===== src/rtl/fsrs_pkg.sv =====
// Package: shared types and constants of the frame separator row segmenter.
`timescale 1ns / 1ps
`default_nettype none
package fsrs_pkg;

	localparam int ROW_BITS = 12;
	localparam int SCAN_BITS = ROW_BITS + 1;
	localparam int STRAY_BITS = 13;
	localparam int RUN_BITS = 11;
	localparam int CFG_DATA_BITS = 13;
	localparam int CFG_INDEX_BITS = 3;
	localparam int INDEX_BITS = 5;
	localparam int FOUND_BITS = 6;
	localparam int TABLE_ENTRIES = 32;

	localparam logic [RUN_BITS-1:0] RUN_SAT = 11'd2047;

	// register defaults
	localparam logic        FRAME_MODE_RST     = 1'b1;
	localparam logic [11:0] IMAGE_HEIGHT_RST   = 12'd1024;
	localparam logic [9:0]  MIN_FRAME_ROWS_RST = 10'd32;
	localparam logic [9:0]  SEPARATOR_MAX_RST  = 10'd16;
	localparam logic [12:0] RANDOM_MAX_RST     = 13'd80;
	localparam logic [7:0]  WHITE_LEVEL_RST    = 8'd160;
	localparam logic [7:0]  BLACK_LEVEL_RST    = 8'd60;

	typedef enum logic [CFG_INDEX_BITS-1:0] {
		REG_FRAME_MODE     = 3'd0,
		REG_IMAGE_HEIGHT   = 3'd1,
		REG_MIN_FRAME_ROWS = 3'd2,
		REG_SEPARATOR_MAX  = 3'd3,
		REG_RANDOM_MAX     = 3'd4,
		REG_WHITE_LEVEL    = 3'd5,
		REG_BLACK_LEVEL    = 3'd6
	} reg_index_t;

	typedef enum logic [3:0] {
		PH_SCAN = 4'b0001,
		PH_RUN  = 4'b0010,
		PH_OK   = 4'b0100,
		PH_FAIL = 4'b1000
	} phase_t;

endpackage
`default_nettype wire


===== src/rtl/fsrs_if.sv =====
// Interfaces: pixel word channel and frame result word channel.
`timescale 1ns / 1ps
`default_nettype none
interface fsrs_pix_if;
	logic       valid;
	logic       ready;
	logic [7:0] red_level;
	logic [7:0] green_level;
	logic [7:0] blue_level;
	logic       row_end;
	logic       image_end;

	modport source (output valid, red_level, green_level, blue_level, row_end, image_end,
		input ready);
	modport sink (input valid, red_level, green_level, blue_level, row_end, image_end,
		output ready);
endinterface

interface fsrs_frm_if;
	logic                                valid;
	logic                                ready;
	logic [fsrs_pkg::INDEX_BITS-1:0]     frame_index;
	logic [fsrs_pkg::ROW_BITS-1:0]       frame_top;
	logic [fsrs_pkg::ROW_BITS-1:0]       frame_bottom;
	logic [fsrs_pkg::FOUND_BITS-1:0]     frames_found;
	logic                                table_overflow;
	logic                                run_last;

	modport source (output valid, frame_index, frame_top, frame_bottom, frames_found,
		table_overflow, run_last, input ready);
	modport sink (input valid, frame_index, frame_top, frame_bottom, frames_found,
		table_overflow, run_last, output ready);
endinterface
`default_nettype wire


===== src/rtl/frame_separator_row_segmenter_unit.sv =====
// Top level: row separator search over a raster pixel stream and frame table readout.
`timescale 1ns / 1ps
`default_nettype none
// Pixels enter on the pixel channel one word per cycle while ready is high, and pass an
// input register before the per-pixel stray count and the row judgment update the search
// state in the following cycle. Rows are judged on the word that carries row_end or
// image_end; that word's color is ignored. On the image_end word the run of frame results
// is built: the input holds ready low until the last result of the run is loaded, as the
// frame tables have a separate write port and are read one entry per cycle, while the
// result side accepts, through a registered read port. Results leave through an output
// register, so a new image can start while the last result of a run waits. The frame tables
// are never cleared; only entries written during the current image are read. Configuration
// must be written only while no image is in progress; the block itself does not enforce it.
module frame_separator_row_segmenter_unit (
	input  wire logic                                  clk,
	input  wire logic                                  arst_n,
	fsrs_pix_if.sink                                   pixel,
	fsrs_frm_if.source                                 frame,
	input  wire logic                                  cfg_write,
	input  wire logic [fsrs_pkg::CFG_INDEX_BITS-1:0]   cfg_index,
	input  wire logic [fsrs_pkg::CFG_DATA_BITS-1:0]    cfg_data
);

	localparam int IDX_W = $clog2(fsrs_pkg::TABLE_ENTRIES);
	localparam int CNT_W = IDX_W + 1;
	localparam int RB = fsrs_pkg::ROW_BITS;
	localparam int SB = fsrs_pkg::SCAN_BITS;
	localparam logic [CNT_W-1:0] ENTRIES = CNT_W'(fsrs_pkg::TABLE_ENTRIES);

	// configuration
	logic        frame_mode_q;
	logic [11:0] image_height_q;
	logic [9:0]  min_frame_rows_q;
	logic [9:0]  separator_max_q;
	logic [12:0] random_max_q;
	logic [7:0]  white_level_q;
	logic [7:0]  black_level_q;

	// input register
	logic       valid_s1;
	logic [7:0] red_s1, green_s1, blue_s1;
	logic       row_end_s1, image_end_s1;

	// search state
	logic [RB-1:0]                     row_counter_q;
	logic [SB-1:0]                     scan_row_q;
	logic [fsrs_pkg::STRAY_BITS-1:0]   stray_count_q;
	logic                              previous_white_q;
	logic                              row_failed_q;
	fsrs_pkg::phase_t                  phase_q;
	logic [fsrs_pkg::RUN_BITS-1:0]     separator_run_q;
	logic [IDX_W-1:0]                  frame_counter_q;
	logic                              overflow_q;

	// run readout
	logic                              emit_busy_q;
	logic                              emit_data_ok_q;
	logic                              emit_ok_q;
	logic [IDX_W-1:0]                  emit_k_q;
	logic [CNT_W-1:0]                  emit_count_q;
	logic [11:0]                       emit_alt_bottom_q;
	logic [fsrs_pkg::FOUND_BITS-1:0]   emit_found_q;
	logic                              emit_ovf_q;

	// frame tables
	logic [11:0] top_mem [fsrs_pkg::TABLE_ENTRIES];
	logic [11:0] bottom_mem [fsrs_pkg::TABLE_ENTRIES];
	logic [11:0] rd_top_q, rd_bottom_q;
	logic [IDX_W-1:0] rd_addr;

	// output register
	logic                              out_valid_q;
	logic [fsrs_pkg::INDEX_BITS-1:0]   out_index_q;
	logic [11:0]                       out_top_q, out_bottom_q;
	logic [fsrs_pkg::FOUND_BITS-1:0]   out_found_q;
	logic                              out_ovf_q, out_last_q;

	// ---------------------------------------------------------------- pixel path
	logic                              pix_acc;
	logic                              is_black, is_white;
	logic [fsrs_pkg::STRAY_BITS:0]     stray_sum;
	logic                              stray_over;
	logic                              row_step;

	assign pixel.ready = !emit_busy_q && !(valid_s1 && image_end_s1);
	assign pix_acc = pixel.valid && pixel.ready;
	assign row_step = valid_s1 && (row_end_s1 || image_end_s1);

	always_comb begin
		is_black = (red_s1 < black_level_q) && (green_s1 < black_level_q) &&
			(blue_s1 < black_level_q);
		is_white = (red_s1 > white_level_q) && (green_s1 > white_level_q) &&
			(blue_s1 > white_level_q);
		stray_sum = {1'b0, stray_count_q}
			+ (fsrs_pkg::STRAY_BITS+1)'((red_s1 != green_s1) || (red_s1 != blue_s1))
			+ (fsrs_pkg::STRAY_BITS+1)'(previous_white_q && is_black)
			+ (fsrs_pkg::STRAY_BITS+1)'(!previous_white_q && is_white);
		stray_over = stray_sum > {1'b0, random_max_q};
	end

	// ---------------------------------------------------------------- row judgment
	logic                              judge;
	logic                              sep;
	logic signed [14:0]                h_minus_f;
	logic signed [14:0]                vp_s, vp_addf_s;
	logic [SB:0]                       vp_inc, vp_addf;
	logic [fsrs_pkg::RUN_BITS-1:0]     run_inc;
	logic                              fc_room;

	fsrs_pkg::phase_t                  phase_d;
	logic [SB-1:0]                     scan_row_d;
	logic [fsrs_pkg::RUN_BITS-1:0]     run_d;
	logic [IDX_W-1:0]                  fc_d;
	logic                              ovf_d;
	logic                              top_we, bottom_we;
	logic [11:0]                       top_wdata, bottom_wdata;

	always_comb begin
		judge = row_step && (phase_q == fsrs_pkg::PH_SCAN || phase_q == fsrs_pkg::PH_RUN)
			&& ({1'b0, row_counter_q} == scan_row_q);
		sep = !row_failed_q;
		h_minus_f = $signed({3'b000, image_height_q}) - $signed({5'b00000, min_frame_rows_q});
		vp_inc = {1'b0, scan_row_q} + (SB+1)'(1);
		vp_addf = {1'b0, scan_row_q} + (SB+1)'(min_frame_rows_q);
		vp_s = $signed(15'(scan_row_q));
		vp_addf_s = $signed(15'(vp_addf));
		run_inc = (separator_run_q < fsrs_pkg::RUN_SAT) ? separator_run_q + 1'b1
			: separator_run_q;
		fc_room = ({1'b0, frame_counter_q} + CNT_W'(1)) < ENTRIES;

		phase_d = phase_q;
		scan_row_d = scan_row_q;
		run_d = separator_run_q;
		fc_d = frame_counter_q;
		ovf_d = overflow_q;
		top_we = 1'b0;
		bottom_we = 1'b0;
		top_wdata = scan_row_q[11:0];
		bottom_wdata = scan_row_q[11:0];

		if (judge) begin
			unique case (phase_q)
				fsrs_pkg::PH_SCAN: begin
					if (sep && fc_room) begin
						bottom_we = 1'b1;
						scan_row_d = vp_inc[SB-1:0];
						run_d = fsrs_pkg::RUN_BITS'(1);
						fc_d = frame_counter_q + 1'b1;
						phase_d = fsrs_pkg::PH_RUN;
					end else begin
						if (sep)
							ovf_d = 1'b1;
						if (h_minus_f > vp_s) begin
							scan_row_d = vp_inc[SB-1:0];
						end else if (frame_counter_q != '0) begin
							bottom_we = 1'b1;
							bottom_wdata = image_height_q;
							phase_d = fsrs_pkg::PH_OK;
						end else begin
							phase_d = fsrs_pkg::PH_FAIL;
						end
					end
				end
				fsrs_pkg::PH_RUN: begin
					if (sep) begin
						run_d = run_inc;
						if (h_minus_f < vp_s || run_inc > {1'b0, separator_max_q}) begin
							if (frame_counter_q > IDX_W'(1)) begin
								top_we = 1'b1;
								bottom_we = 1'b1;
								bottom_wdata = image_height_q;
								phase_d = fsrs_pkg::PH_OK;
							end else begin
								phase_d = fsrs_pkg::PH_FAIL;
							end
						end else begin
							scan_row_d = vp_inc[SB-1:0];
						end
					end else begin
						run_d = '0;
						top_we = 1'b1;
						scan_row_d = vp_addf[SB-1:0];
						if (h_minus_f > vp_addf_s) begin
							phase_d = fsrs_pkg::PH_SCAN;
						end else begin
							bottom_we = 1'b1;
							bottom_wdata = image_height_q;
							phase_d = fsrs_pkg::PH_OK;
						end
					end
				end
				default: begin
				end
			endcase
		end
	end

	// ---------------------------------------------------------------- readout control
	logic             run_start;
	logic             out_load;
	logic             k_last;

	assign run_start = valid_s1 && image_end_s1;
	assign out_load = emit_busy_q && emit_data_ok_q && (!out_valid_q || frame.ready);
	assign k_last = ({1'b0, emit_k_q} + CNT_W'(1)) == emit_count_q;
	assign rd_addr = out_load ? emit_k_q + 1'b1 : emit_k_q;

	always_ff @(posedge clk) begin
		if (top_we)
			top_mem[frame_counter_q] <= top_wdata;
		if (bottom_we)
			bottom_mem[frame_counter_q] <= bottom_wdata;
		rd_top_q <= top_mem[rd_addr];
		rd_bottom_q <= bottom_mem[rd_addr];
	end

	// ---------------------------------------------------------------- state update
	always_ff @(posedge clk or negedge arst_n) begin
		if (!arst_n) begin
			frame_mode_q <= fsrs_pkg::FRAME_MODE_RST;
			image_height_q <= fsrs_pkg::IMAGE_HEIGHT_RST;
			min_frame_rows_q <= fsrs_pkg::MIN_FRAME_ROWS_RST;
			separator_max_q <= fsrs_pkg::SEPARATOR_MAX_RST;
			random_max_q <= fsrs_pkg::RANDOM_MAX_RST;
			white_level_q <= fsrs_pkg::WHITE_LEVEL_RST;
			black_level_q <= fsrs_pkg::BLACK_LEVEL_RST;
			valid_s1 <= 1'b0;
			row_counter_q <= '0;
			scan_row_q <= SB'(fsrs_pkg::MIN_FRAME_ROWS_RST);
			stray_count_q <= '0;
			previous_white_q <= 1'b1;
			row_failed_q <= 1'b0;
			phase_q <= fsrs_pkg::PH_SCAN;
			separator_run_q <= '0;
			frame_counter_q <= '0;
			overflow_q <= 1'b0;
			emit_busy_q <= 1'b0;
			emit_data_ok_q <= 1'b0;
			emit_k_q <= '0;
			out_valid_q <= 1'b0;
		end else begin
			valid_s1 <= pix_acc;

			if (valid_s1 && !row_step && !row_failed_q) begin
				if (stray_over) begin
					row_failed_q <= 1'b1;
				end else begin
					stray_count_q <= stray_sum[fsrs_pkg::STRAY_BITS-1:0];
					if (is_white)
						previous_white_q <= 1'b1;
					if (is_black)
						previous_white_q <= 1'b0;
				end
			end

			if (row_step) begin
				stray_count_q <= '0;
				previous_white_q <= 1'b1;
				row_failed_q <= 1'b0;
				if (image_end_s1) begin
					row_counter_q <= '0;
					scan_row_q <= SB'(min_frame_rows_q);
					phase_q <= fsrs_pkg::PH_SCAN;
					separator_run_q <= '0;
					frame_counter_q <= '0;
					overflow_q <= 1'b0;
				end else begin
					row_counter_q <= row_counter_q + 1'b1;
					scan_row_q <= scan_row_d;
					phase_q <= phase_d;
					separator_run_q <= run_d;
					frame_counter_q <= fc_d;
					overflow_q <= ovf_d;
				end
			end

			// run readout: table words arrive in the cycle after their address
			if (run_start) begin
				emit_busy_q <= 1'b1;
				emit_k_q <= '0;
			end else if (out_load) begin
				emit_k_q <= emit_k_q + 1'b1;
				if (k_last)
					emit_busy_q <= 1'b0;
			end
			emit_data_ok_q <= emit_busy_q && !run_start;

			if (out_load)
				out_valid_q <= 1'b1;
			else if (frame.ready)
				out_valid_q <= 1'b0;

			if (cfg_write) begin
				unique case (cfg_index)
					fsrs_pkg::REG_FRAME_MODE:    frame_mode_q <= cfg_data[0];
					fsrs_pkg::REG_IMAGE_HEIGHT:  image_height_q <= cfg_data[11:0];
					fsrs_pkg::REG_MIN_FRAME_ROWS: begin
						min_frame_rows_q <= cfg_data[9:0];
						if (row_counter_q == '0)
							scan_row_q <= SB'(cfg_data[9:0]);
					end
					fsrs_pkg::REG_SEPARATOR_MAX: separator_max_q <= cfg_data[9:0];
					fsrs_pkg::REG_RANDOM_MAX:    random_max_q <= cfg_data[12:0];
					fsrs_pkg::REG_WHITE_LEVEL:   white_level_q <= cfg_data[7:0];
					fsrs_pkg::REG_BLACK_LEVEL:   black_level_q <= cfg_data[7:0];
					default: begin
					end
				endcase
			end
		end
	end

	// input word and run descriptor registers, no reset needed
	always_ff @(posedge clk) begin
		if (pix_acc) begin
			red_s1 <= pixel.red_level;
			green_s1 <= pixel.green_level;
			blue_s1 <= pixel.blue_level;
			row_end_s1 <= pixel.row_end;
			image_end_s1 <= pixel.image_end;
		end
		if (run_start) begin
			emit_ovf_q <= ovf_d;
			if (!frame_mode_q) begin
				emit_ok_q <= 1'b0;
				emit_count_q <= CNT_W'(1);
				emit_alt_bottom_q <= image_height_q - 12'd1;
				emit_found_q <= '0;
			end else if (phase_d == fsrs_pkg::PH_OK) begin
				emit_ok_q <= 1'b1;
				emit_count_q <= {1'b0, fc_d} + CNT_W'(1);
				emit_alt_bottom_q <= '0;
				emit_found_q <= fsrs_pkg::FOUND_BITS'({1'b0, fc_d} + CNT_W'(1));
			end else begin
				emit_ok_q <= 1'b0;
				emit_count_q <= CNT_W'(1);
				emit_alt_bottom_q <= '0;
				emit_found_q <= '0;
			end
		end
		if (out_load) begin
			out_index_q <= fsrs_pkg::INDEX_BITS'(emit_k_q);
			out_top_q <= (emit_ok_q && emit_k_q != '0) ? rd_top_q : 12'd0;
			out_bottom_q <= emit_ok_q ? rd_bottom_q : emit_alt_bottom_q;
			out_found_q <= emit_found_q;
			out_ovf_q <= emit_ovf_q;
			out_last_q <= k_last;
		end
	end

	assign frame.valid = out_valid_q;
	assign frame.frame_index = out_index_q;
	assign frame.frame_top = out_top_q;
	assign frame.frame_bottom = out_bottom_q;
	assign frame.frames_found = out_found_q;
	assign frame.table_overflow = out_ovf_q;
	assign frame.run_last = out_last_q;

	// ---------------------------------------------------------------- assertions
	a_run_ends: assert property (@(posedge clk) disable iff (!arst_n)
		out_load && k_last |=> !emit_busy_q)
		else $error("readout still busy after last word of the run");

	a_k_in_range: assert property (@(posedge clk) disable iff (!arst_n)
		emit_busy_q && !run_start |-> ({1'b0, emit_k_q} < emit_count_q))
		else $error("readout index past frame count");

	a_index_below_found: assert property (@(posedge clk) disable iff (!arst_n)
		frame.valid && frame.frames_found != '0 |->
			(fsrs_pkg::FOUND_BITS'(frame.frame_index) < frame.frames_found))
		else $error("frame index not below frames found");

	a_no_pixel_in_run: assert property (@(posedge clk) disable iff (!arst_n)
		run_start |=> !pixel.ready)
		else $error("pixel channel open while run is read out");

endmodule
`default_nettype wire

===== src/flat_wrapper.sv =====
// flat-port wrapper written by rule: the top's interface ports become plain ports
module frame_separator_row_segmenter_unit_flat 
  (clk, arst_n, cfg_write, cfg_index, cfg_data, pixel_valid, pixel_red_level, pixel_green_level, pixel_blue_level, pixel_row_end, pixel_image_end, pixel_ready, frame_valid, frame_frame_index, frame_frame_top, frame_frame_bottom, frame_frames_found, frame_table_overflow, frame_run_last, frame_ready);
  fsrs_pix_if pixel_i ();
  fsrs_frm_if frame_i ();
  input  wire logic clk;
  input  wire logic arst_n;
  input  wire logic cfg_write;
  input  wire logic [fsrs_pkg::CFG_INDEX_BITS-1:0] cfg_index;
  input  wire logic [fsrs_pkg::CFG_DATA_BITS-1:0] cfg_data;
  input wire logic [$bits(pixel_i.valid)-1:0] pixel_valid;
  input wire logic [$bits(pixel_i.red_level)-1:0] pixel_red_level;
  input wire logic [$bits(pixel_i.green_level)-1:0] pixel_green_level;
  input wire logic [$bits(pixel_i.blue_level)-1:0] pixel_blue_level;
  input wire logic [$bits(pixel_i.row_end)-1:0] pixel_row_end;
  input wire logic [$bits(pixel_i.image_end)-1:0] pixel_image_end;
  output wire logic [$bits(pixel_i.ready)-1:0] pixel_ready;
  output wire logic [$bits(frame_i.valid)-1:0] frame_valid;
  output wire logic [$bits(frame_i.frame_index)-1:0] frame_frame_index;
  output wire logic [$bits(frame_i.frame_top)-1:0] frame_frame_top;
  output wire logic [$bits(frame_i.frame_bottom)-1:0] frame_frame_bottom;
  output wire logic [$bits(frame_i.frames_found)-1:0] frame_frames_found;
  output wire logic [$bits(frame_i.table_overflow)-1:0] frame_table_overflow;
  output wire logic [$bits(frame_i.run_last)-1:0] frame_run_last;
  input wire logic [$bits(frame_i.ready)-1:0] frame_ready;
  assign pixel_i.valid = pixel_valid;
  assign pixel_i.red_level = pixel_red_level;
  assign pixel_i.green_level = pixel_green_level;
  assign pixel_i.blue_level = pixel_blue_level;
  assign pixel_i.row_end = pixel_row_end;
  assign pixel_i.image_end = pixel_image_end;
  assign pixel_ready = pixel_i.ready;
  assign frame_valid = frame_i.valid;
  assign frame_frame_index = frame_i.frame_index;
  assign frame_frame_top = frame_i.frame_top;
  assign frame_frame_bottom = frame_i.frame_bottom;
  assign frame_frames_found = frame_i.frames_found;
  assign frame_table_overflow = frame_i.table_overflow;
  assign frame_run_last = frame_i.run_last;
  assign frame_i.ready = frame_ready;
  frame_separator_row_segmenter_unit u_core (.clk(clk), .arst_n(arst_n), .pixel(pixel_i), .frame(frame_i), .cfg_write(cfg_write), .cfg_index(cfg_index), .cfg_data(cfg_data));
endmodule

===== config.mk =====
export PLATFORM = sky130hd
export DESIGN_NAME = frame_separator_row_segmenter_unit_flat
export DESIGN_NICKNAME = d
export VERILOG_FILES = /design/src/rtl/fsrs_pkg.sv /design/src/rtl/fsrs_if.sv /design/src/rtl/frame_separator_row_segmenter_unit.sv /design/src/flat_wrapper.sv
export SDC_FILE = /design/constraint.sdc
export NUM_CORES = 2
export LEC_CHECK = 0
export ABC_AREA = 1
export BUFFER_PORTS_ARGS = -buffer_cell sky130_fd_sc_hd__clkbuf_2
export CAP_MARGIN = 20
export CORE_UTILIZATION = 31
export CTS_BUF_LIST = sky130_fd_sc_hd__clkbuf_8 sky130_fd_sc_hd__clkbuf_16
export CTS_CLUSTER_SIZE = 25
export DETAILED_ROUTE_END_ITERATION = 10
export PLACE_DENSITY = 0.56
export SKIP_CTS_REPAIR_TIMING = 1
export SLEW_MARGIN = 20
export SYNTH_ARGS = -nofsm -noshare
export SYNTH_HDL_FRONTEND = slang
export SYNTH_SLANG_ARGS = --single-unit

===== constraint.sdc =====
create_clock -name clk -period 4.9 [get_ports clk]
set_clock_uncertainty 0.15 [all_clocks]
set_input_delay 0.49 -clock clk [delete_from_list [all_inputs] [get_ports clk]]
set_output_delay 0.49 -clock clk [all_outputs]
set_load 0.03 [all_outputs]

Yosys cells after proc, flatten, opt, wreduce, memory -nomap -nowiden
Memories as Yosys holds them, arrays and structs flattened. A register that Yosys moved wholly into a read port is not among the register bits.
Cells that the tools add are included.
W data, S select, Z words.
{"block": "totals", "regBits": 221, "ramBits": 768, "inputBits": 47, "output_inout_bits": 39, "elab_cells": 219, "n_memories": 2}
{"block": "op_classes", "add_sub_neg": 14, "magnitude_cmp": 14, "n_eq_ne": 15, "n_mux": 82, "n_reduce_logical": 55}
{"name": "u_core.bottom_mem", "depth": 32, "width": 12, "rd": 1, "rd_clocked_by_memory_dff": 1, "write_ports": 1, "line": "frame_separator_row_segmenter_unit.sv:67", "source": "logic [11:0] bottom_mem [fsrs_pkg::TABLE_ENTRIES];"}
{"name": "u_core.top_mem", "depth": 32, "width": 12, "rd": 1, "rd_clocked_by_memory_dff": 1, "write_ports": 1, "line": "frame_separator_row_segmenter_unit.sv:66", "source": "logic [11:0] top_mem [fsrs_pkg::TABLE_ENTRIES];"}
{"operator": "$mux W13", "count": 13}
{"operator": "$mux W12", "count": 10}
{"operator": "$mux W11", "count": 5}
{"operator": "$mux W1", "count": 34}
{"operator": "$mux W4", "count": 8}
{"operator": "$mux W5", "count": 6}
{"operator": "$add A14 B1 Y14", "count": 2}
{"operator": "$pmux W13 S2", "count": 1}
{"operator": "$gt A8 B8 Y1", "count": 3}
{"operator": "$lt A8 B8 Y1", "count": 3}
{"operator": "$pmux W12 S2", "count": 1}
{"operator": "$pmux W11 S2", "count": 1}
{"operator": "$reduce_and A2 Y1", "count": 11}
{"operator": "$logic_and A1 B1 Y1", "count": 19}
{"operator": "$add A5 B1 Y6 const B", "count": 3}
{"operator": "$ne A8 B8 Y1", "count": 2}
{"operator": "$gt A15 B14 Y1", "count": 1}
{"operator": "$gt A15 B15 Y1", "count": 1}
{"operator": "$lt A15 B14 Y1", "count": 1}
{"operator": "$add A13 B1 Y14", "count": 1}
{"operator": "$add A13 B10 Y14", "count": 1}
{"operator": "$gt A14 B13 Y1", "count": 1}
{"operator": "$add A13 B1 Y13 const B", "count": 1}
{"operator": "$eq A12 B13 Y1", "count": 1}
{"operator": "other kinds (30)", "count": 50}

Depth between registers and ports, before layout
{"block": "logic_depth", "ltp_word": 13, "mapped_depth": 33, "mapped_depth_nobuf": 32}

Worst setup path before layout
Ideal clock, no wire load.
{"block": "synth_timing", "path_type": "register to register", "start": "register u_core.white_level_q[7]", "end": "register u_core.stray_count_q[10] in the netlist's numbering", "setup_ns": 0.084, "t_arrival_ns": 4.790, "required_time_ns": 4.666, "setup_slack_ns": -0.123, "stages_incl_launch_ff": 29, "path_buffers": 0, "synth_period_minus_slack_ns": 5.023, "path_cell_list": "dfstp_2 -> inv_1 -> ha_1 -> nand2_1 -> nor2_1 -> nand4_1 -> o211ai_1 -> nor4_1 -> nand2_1 -> o21ai_0 -> ha_1 -> ha_1 -> inv_1 -> fa_1 -> or2_2 -> nor3_1 -> nand4_1 -> nor3_1 -> xor2_1 -> inv_1 -> ha_1 -> nand2_1 -> nor3_1 -> nand4_1 -> nand2_1 -> o21ai_1 -> nor2_1 -> nand2_1 -> o22ai_1"}
{"block": "synth_via", "elab_chain_cells": 8, "elab_cells_between_ends": 13, "classes_between": "add/sub (1); order compare (4); eq/ne (1); mux (3); reduce/logical (4)"}
{"item": "from (decl)", "line": "frame_separator_row_segmenter_unit.sv:36", "source": "logic [7:0] white_level_q;"}
{"item": "from (signal assigned)", "line": "frame_separator_row_segmenter_unit.sv:225", "source": "white_level_q <= fsrs_pkg::WHITE_LEVEL_RST;"}
{"item": "from (signal assigned)", "line": "frame_separator_row_segmenter_unit.sv:304", "source": "fsrs_pkg::REG_WHITE_LEVEL: white_level_q <= cfg_data[7:0];"}
{"item": "$gt A8 B8 Y1", "line": "frame_separator_row_segmenter_unit.sv:92", "source": "is_white = (red_s1 > white_level_q) && (green_s1 > white_level_q) &&"}
{"item": "$logic_and A1 B1 Y1", "line": "frame_separator_row_segmenter_unit.sv:92"}
{"item": "$logic_and A1 B1 Y1 (*)", "line": "frame_separator_row_segmenter_unit.sv:92"}
{"item": "$logic_and A1 B1 Y1 (*)", "line": "frame_separator_row_segmenter_unit.sv:97", "source": "+ (fsrs_pkg::STRAY_BITS+1)'(!previous_white_q && is_white);"}
{"item": "$add A14 B1 Y14 (*)", "line": "frame_separator_row_segmenter_unit.sv:97"}
{"item": "$gt A14 B13 Y1 / $mux W13 (equally long branches)", "line": "frame_separator_row_segmenter_unit.sv:98, frame_separator_row_segmenter_unit.sv:245"}
{"item": "$ne A2 B2 Y1 (no source line) / $mux W13 (equally long branches)"}
{"item": "$reduce_and A2 Y1 (no source line) / $mux W13 (equally long branches)"}
{"item": "to (signal assigned)", "line": "frame_separator_row_segmenter_unit.sv:248", "source": "stray_count_q <= stray_sum[fsrs_pkg::STRAY_BITS-1:0];"}
{"item": "to (decl)", "line": "frame_separator_row_segmenter_unit.sv:47", "source": "logic [fsrs_pkg::STRAY_BITS-1:0] stray_count_q;"}
Mark *: on every way between the ends. The rest lies on a longest branch, timed or not. The select of a mux whose other input is x is not followed.
A chain may end at the register's enable or synchronous reset.

Worst setup path in the final report
{"block": "layout_timing", "start": "register u_core.white_level_q[7]", "end": "register u_core.stray_count_q[3] in the netlist's numbering"}
Same word-level chain as after synthesis.

==> impl_metrics.env <==
export IMPL_start_util_pct=31.2
export IMPL_path_max_fanout=8
export IMPL_synth_ff_type="edfxtp_1"
export IMPL_cts_num_sinks=1008
export IMPL_drc_errors=0
export IMPL_synthTopCellsByArea="edfxtp_1 56%, dfrtp_1 6.4%, o21ai_0 5.8%, nor2_1 5.5%, nand2_1 4.0%"
export IMPL_power_density_mw_per_mm2=627
export IMPL_area_growth_syn_to_layout_pct=18.1
export IMPL_fmax_mhz=189
export IMPL_violations="negative hold slack, negative setup slack"
export IMPL_slew_headroom_pct=42.0
export IMPL_cp_start_kind="flip-flop"
export IMPL_worstPathRequired_ps=5370
export IMPL_leakage_nw=19.7
export IMPL_coreArea_mm2=0.146
export IMPL_totalWireLength_mm=134
export IMPL_ir_worst_vdd_mv=0.496
export IMPL_row_count=140
export IMPL_syn_nets=4297
export IMPL_htree_levels=3
export IMPL_grt_overflow=0
export IMPL_drtAntennaViolNets=0
export IMPL_critPathKind="flip-flop to flip-flop"
export IMPL_regArea_mm2=0.0294
export IMPL_ioPinCount=86
export IMPL_timing_final_crit_share_pct=108
export IMPL_die_w_um=385
export IMPL_min_period_ps=5290
export IMPL_synth_edff_count=852
export IMPL_synth_cells=4116
export IMPL_drv_cap=0
export IMPL_multi_input_area_mm2=0.0144
export IMPL_tns_ps=-4840
export IMPL_antennaDiodeCount=0
export IMPL_wl_per_cell_um=21.2
export IMPL_slowest_stage="dfstp_2"
export IMPL_grt_max_degree=149
export IMPL_status="complete, but fails checks"
export IMPL_yosys_warnings=0
export IMPL_clk_pin_slew_ps=60
export IMPL_num_vias=32400
export IMPL_track_usage_pct=17.7
export IMPL_critPathMostFrequentCell="nand2_1"
export IMPL_tightest_slew_ps=867
export IMPL_hold_slack_ps=-13.2
export IMPL_endpoint_kind="flip-flop"
export IMPL_worst_path_largest_cell_delay_ps=540
export IMPL_viasPerCell=5.10
export IMPL_yosysTopAreaCellShare_pct=56.3
export IMPL_synth_seq_cells=1008
export IMPL_drtIter0Drc=2855
export IMPL_clockBufferDepth=3
export IMPL_layout_setup_ws_ps=-393
export IMPL_hpwl_mm=86.1
export IMPL_ys_seq_area_share_pct=64.7
export IMPL_nNetsFinal=4526
export IMPL_numCtsBuffers=104
export IMPL_antenna_found_initial=5
export IMPL_clk_latency_ps=720
export IMPL_worstPathArrival_ps=5760
export IMPL_cts_tree="yes"
export IMPL_die_h_um=385
export IMPL_syn_area_mm2=0.0454
export IMPL_grt_pass1_wl_mm=199
export IMPL_dieArea_mm2=0.148
export IMPL_synth_cell_types=58
export IMPL_portBuffers=85
export IMPL_fill_cells=14200
export IMPL_timing_hold_worst_class="input pin to flip-flop"
export IMPL_gp_congestion=0.866
export IMPL_first_pass_iters=5
export IMPL_rsz0062_at_grt="true"
export IMPL_synth_avg_cell_area_um2=11.0
export IMPL_hold_viol=1
export IMPL_first_global_vias=30800
export IMPL_power_mw=33.6
export IMPL_finalSetupViolCount=15
export IMPL_clock_root_buffer="clkbuf_16"
export IMPL_synthArstFlopShare_pct=13.1
export IMPL_drive_gt1_share_pct=13.3
export IMPL_slew_violations=0
export IMPL_yosys_area_top_type="edfxtp_1"
[synth_stat cells, drive strengths merged (15+ instances only)]
master,instances
nand2,500
dfxtp,24
inv,282
dfstp,15
nand3,138
buf,63
xor2,49
xnor2,17
nor3,35
edfxtp,852
clkbuf,152
o221ai,139
o22ai,76
a21oi,130
a31oi,26
nand4,29
o211ai,49
o21ai,551
nor2,663
dfrtp,117
ha,131
[flip-flops by register name (all words and copies together) (netlist names), 11 cells and up]
register,count
u_core.frame.frame_top,12
u_core.rd_top_q,12
u_core.row_counter_q,12
u_core.random_max_q,13
u_core.bottom_mem,384
u_core.rd_bottom_q,12
u_core.stray_count_q,13
u_core.scan_row_q,13
u_core.separator_run_q,11
u_core.emit_alt_bottom_q,12
u_core.image_height_q,12
u_core.top_mem,384
u_core.frame.frame_bottom,12
[per-stage QoR]
stage                     cells  hold WS, ps  worst slack [ps]  instance area (um^2)  util, %
after floorplan            4116         44.4             -10.3                 45400        -
after global placement     6113          256              -756                 49700     34.1
after detailed placement   6113          263              -804                 49700     34.1
after CTS                  6305         -345              -832                 52900     36.4
after global routing       6348         2.16              -787                 53600     36.9
final                      6348        -13.2              -393                 53600     36.9
[report_power, final]
| group | switching [mW] | internal (mW) |
|---|---|---|
| Clock | 3.43 | 4.21 |
| Combinational | 10.6 | 4.30 |
| Sequential | 0.321 | 10.8 |
| Total | 14.4 | 19.3 |
[layer usage]
| metal | vias to the layer above | GRT usage (%) | wire [um] | part of all wire [%] |
|---|---|---|---|---|
| li1 | 15200 | - | - | - |
| met2 | 1034 | 28.9 | 63300 | 47 |
| met4 | 0 | 5.25 | 3880 | 2.9 |
| met3 | 209 | 2.70 | 7860 | 5.9 |
| met1 | 15900 | 24.3 | 59200 | 44 |
| met5 | - | 0 | 0 | 0 |
[kinds of logic after synthesis]
family	Yosys count	share of synthesized area [%]
flops	1008	64.7
mux	12	0.297
xor+xnor	66	1.27
fa+ha+maj	134	3.74
buf+inv	504	4.48
simple gates	1394	12.6
compound gates	998	13.0
[critical path: cells and delay by family (launching register included)]
kind            cells  cell delay [ps]
fa+ha+maj           5             1380
buf+inv             5              600
simple gates       15             1810
compound gates      5              560
flops               1              540
xor+xnor            1              190
[layout by cell type (no fill, tap or decap), drive strengths merged, types with 2 or more instances in the layout]
| cell | instances |
|---|---|
| clkinv | 43 |
| and3 | 4 |
| or2 | 9 |
| and2 | 2 |
| buf | 217 |
| xor2 | 49 |
| xnor2 | 17 |
| dfxtp | 24 |
| nor4 | 10 |
| o21ai | 551 |
| a31oi | 26 |
| a21oi | 130 |
| o221ai | 139 |
| fa | 3 |
| o21bai | 6 |
| ha | 131 |
| o211ai | 49 |
| o21a | 3 |
| bufinv | 6 |
| mux2 | 12 |
| edfxtp | 852 |
| o31ai | 2 |
| clkinvlp | 7 |
| nand3 | 138 |
| nor2 | 663 |
| inv | 320 |
| nor3 | 35 |
| dfrtp | 117 |
| o22ai | 76 |
| dlygate4sd3 | 37 |
| a2111oi | 2 |
| nand2 | 500 |
| a21boi | 4 |
| nand3b | 3 |
| dfstp | 15 |
| a21o | 6 |
| nand4 | 29 |
| clkbuf | 189 |
[area by class of cell]
class / instances / share of cell area, %
clock buffer: 105 / 4.88
clock inverter: 87 / 1.24
inverter: 289 / 2.06
multi-input combinational: 2604 / 26.8
sequential: 1008 / 54.8
tap: 1917 / 4.47
timing repair buffer: 338 / 5.77
[path summary, 6_finish.rpt]
check | cells past startpoint | start | end | slack (ps)
worst max-delay path | 31 | u_core.white_level_q[7] | u_core.stray_count_q[3] | -390
worst min-delay path | 3 | cfg_data[5] | u_core.scan_row_q[5] | -10
worst max register to register | 31 | u_core.white_level_q[7] | u_core.stray_count_q[3] | -390
worst min register to register | 0 | u_core.emit_ovf_q | u_core.frame.table_overflow | 270
max in group asynchronous | 3 | arst_n | u_core.scan_row_q[9] | 3310
min in group asynchronous | 2 | arst_n | u_core.frame_counter_q[1] | 260
No activity file was read; power rests on OpenSTA's default activity.
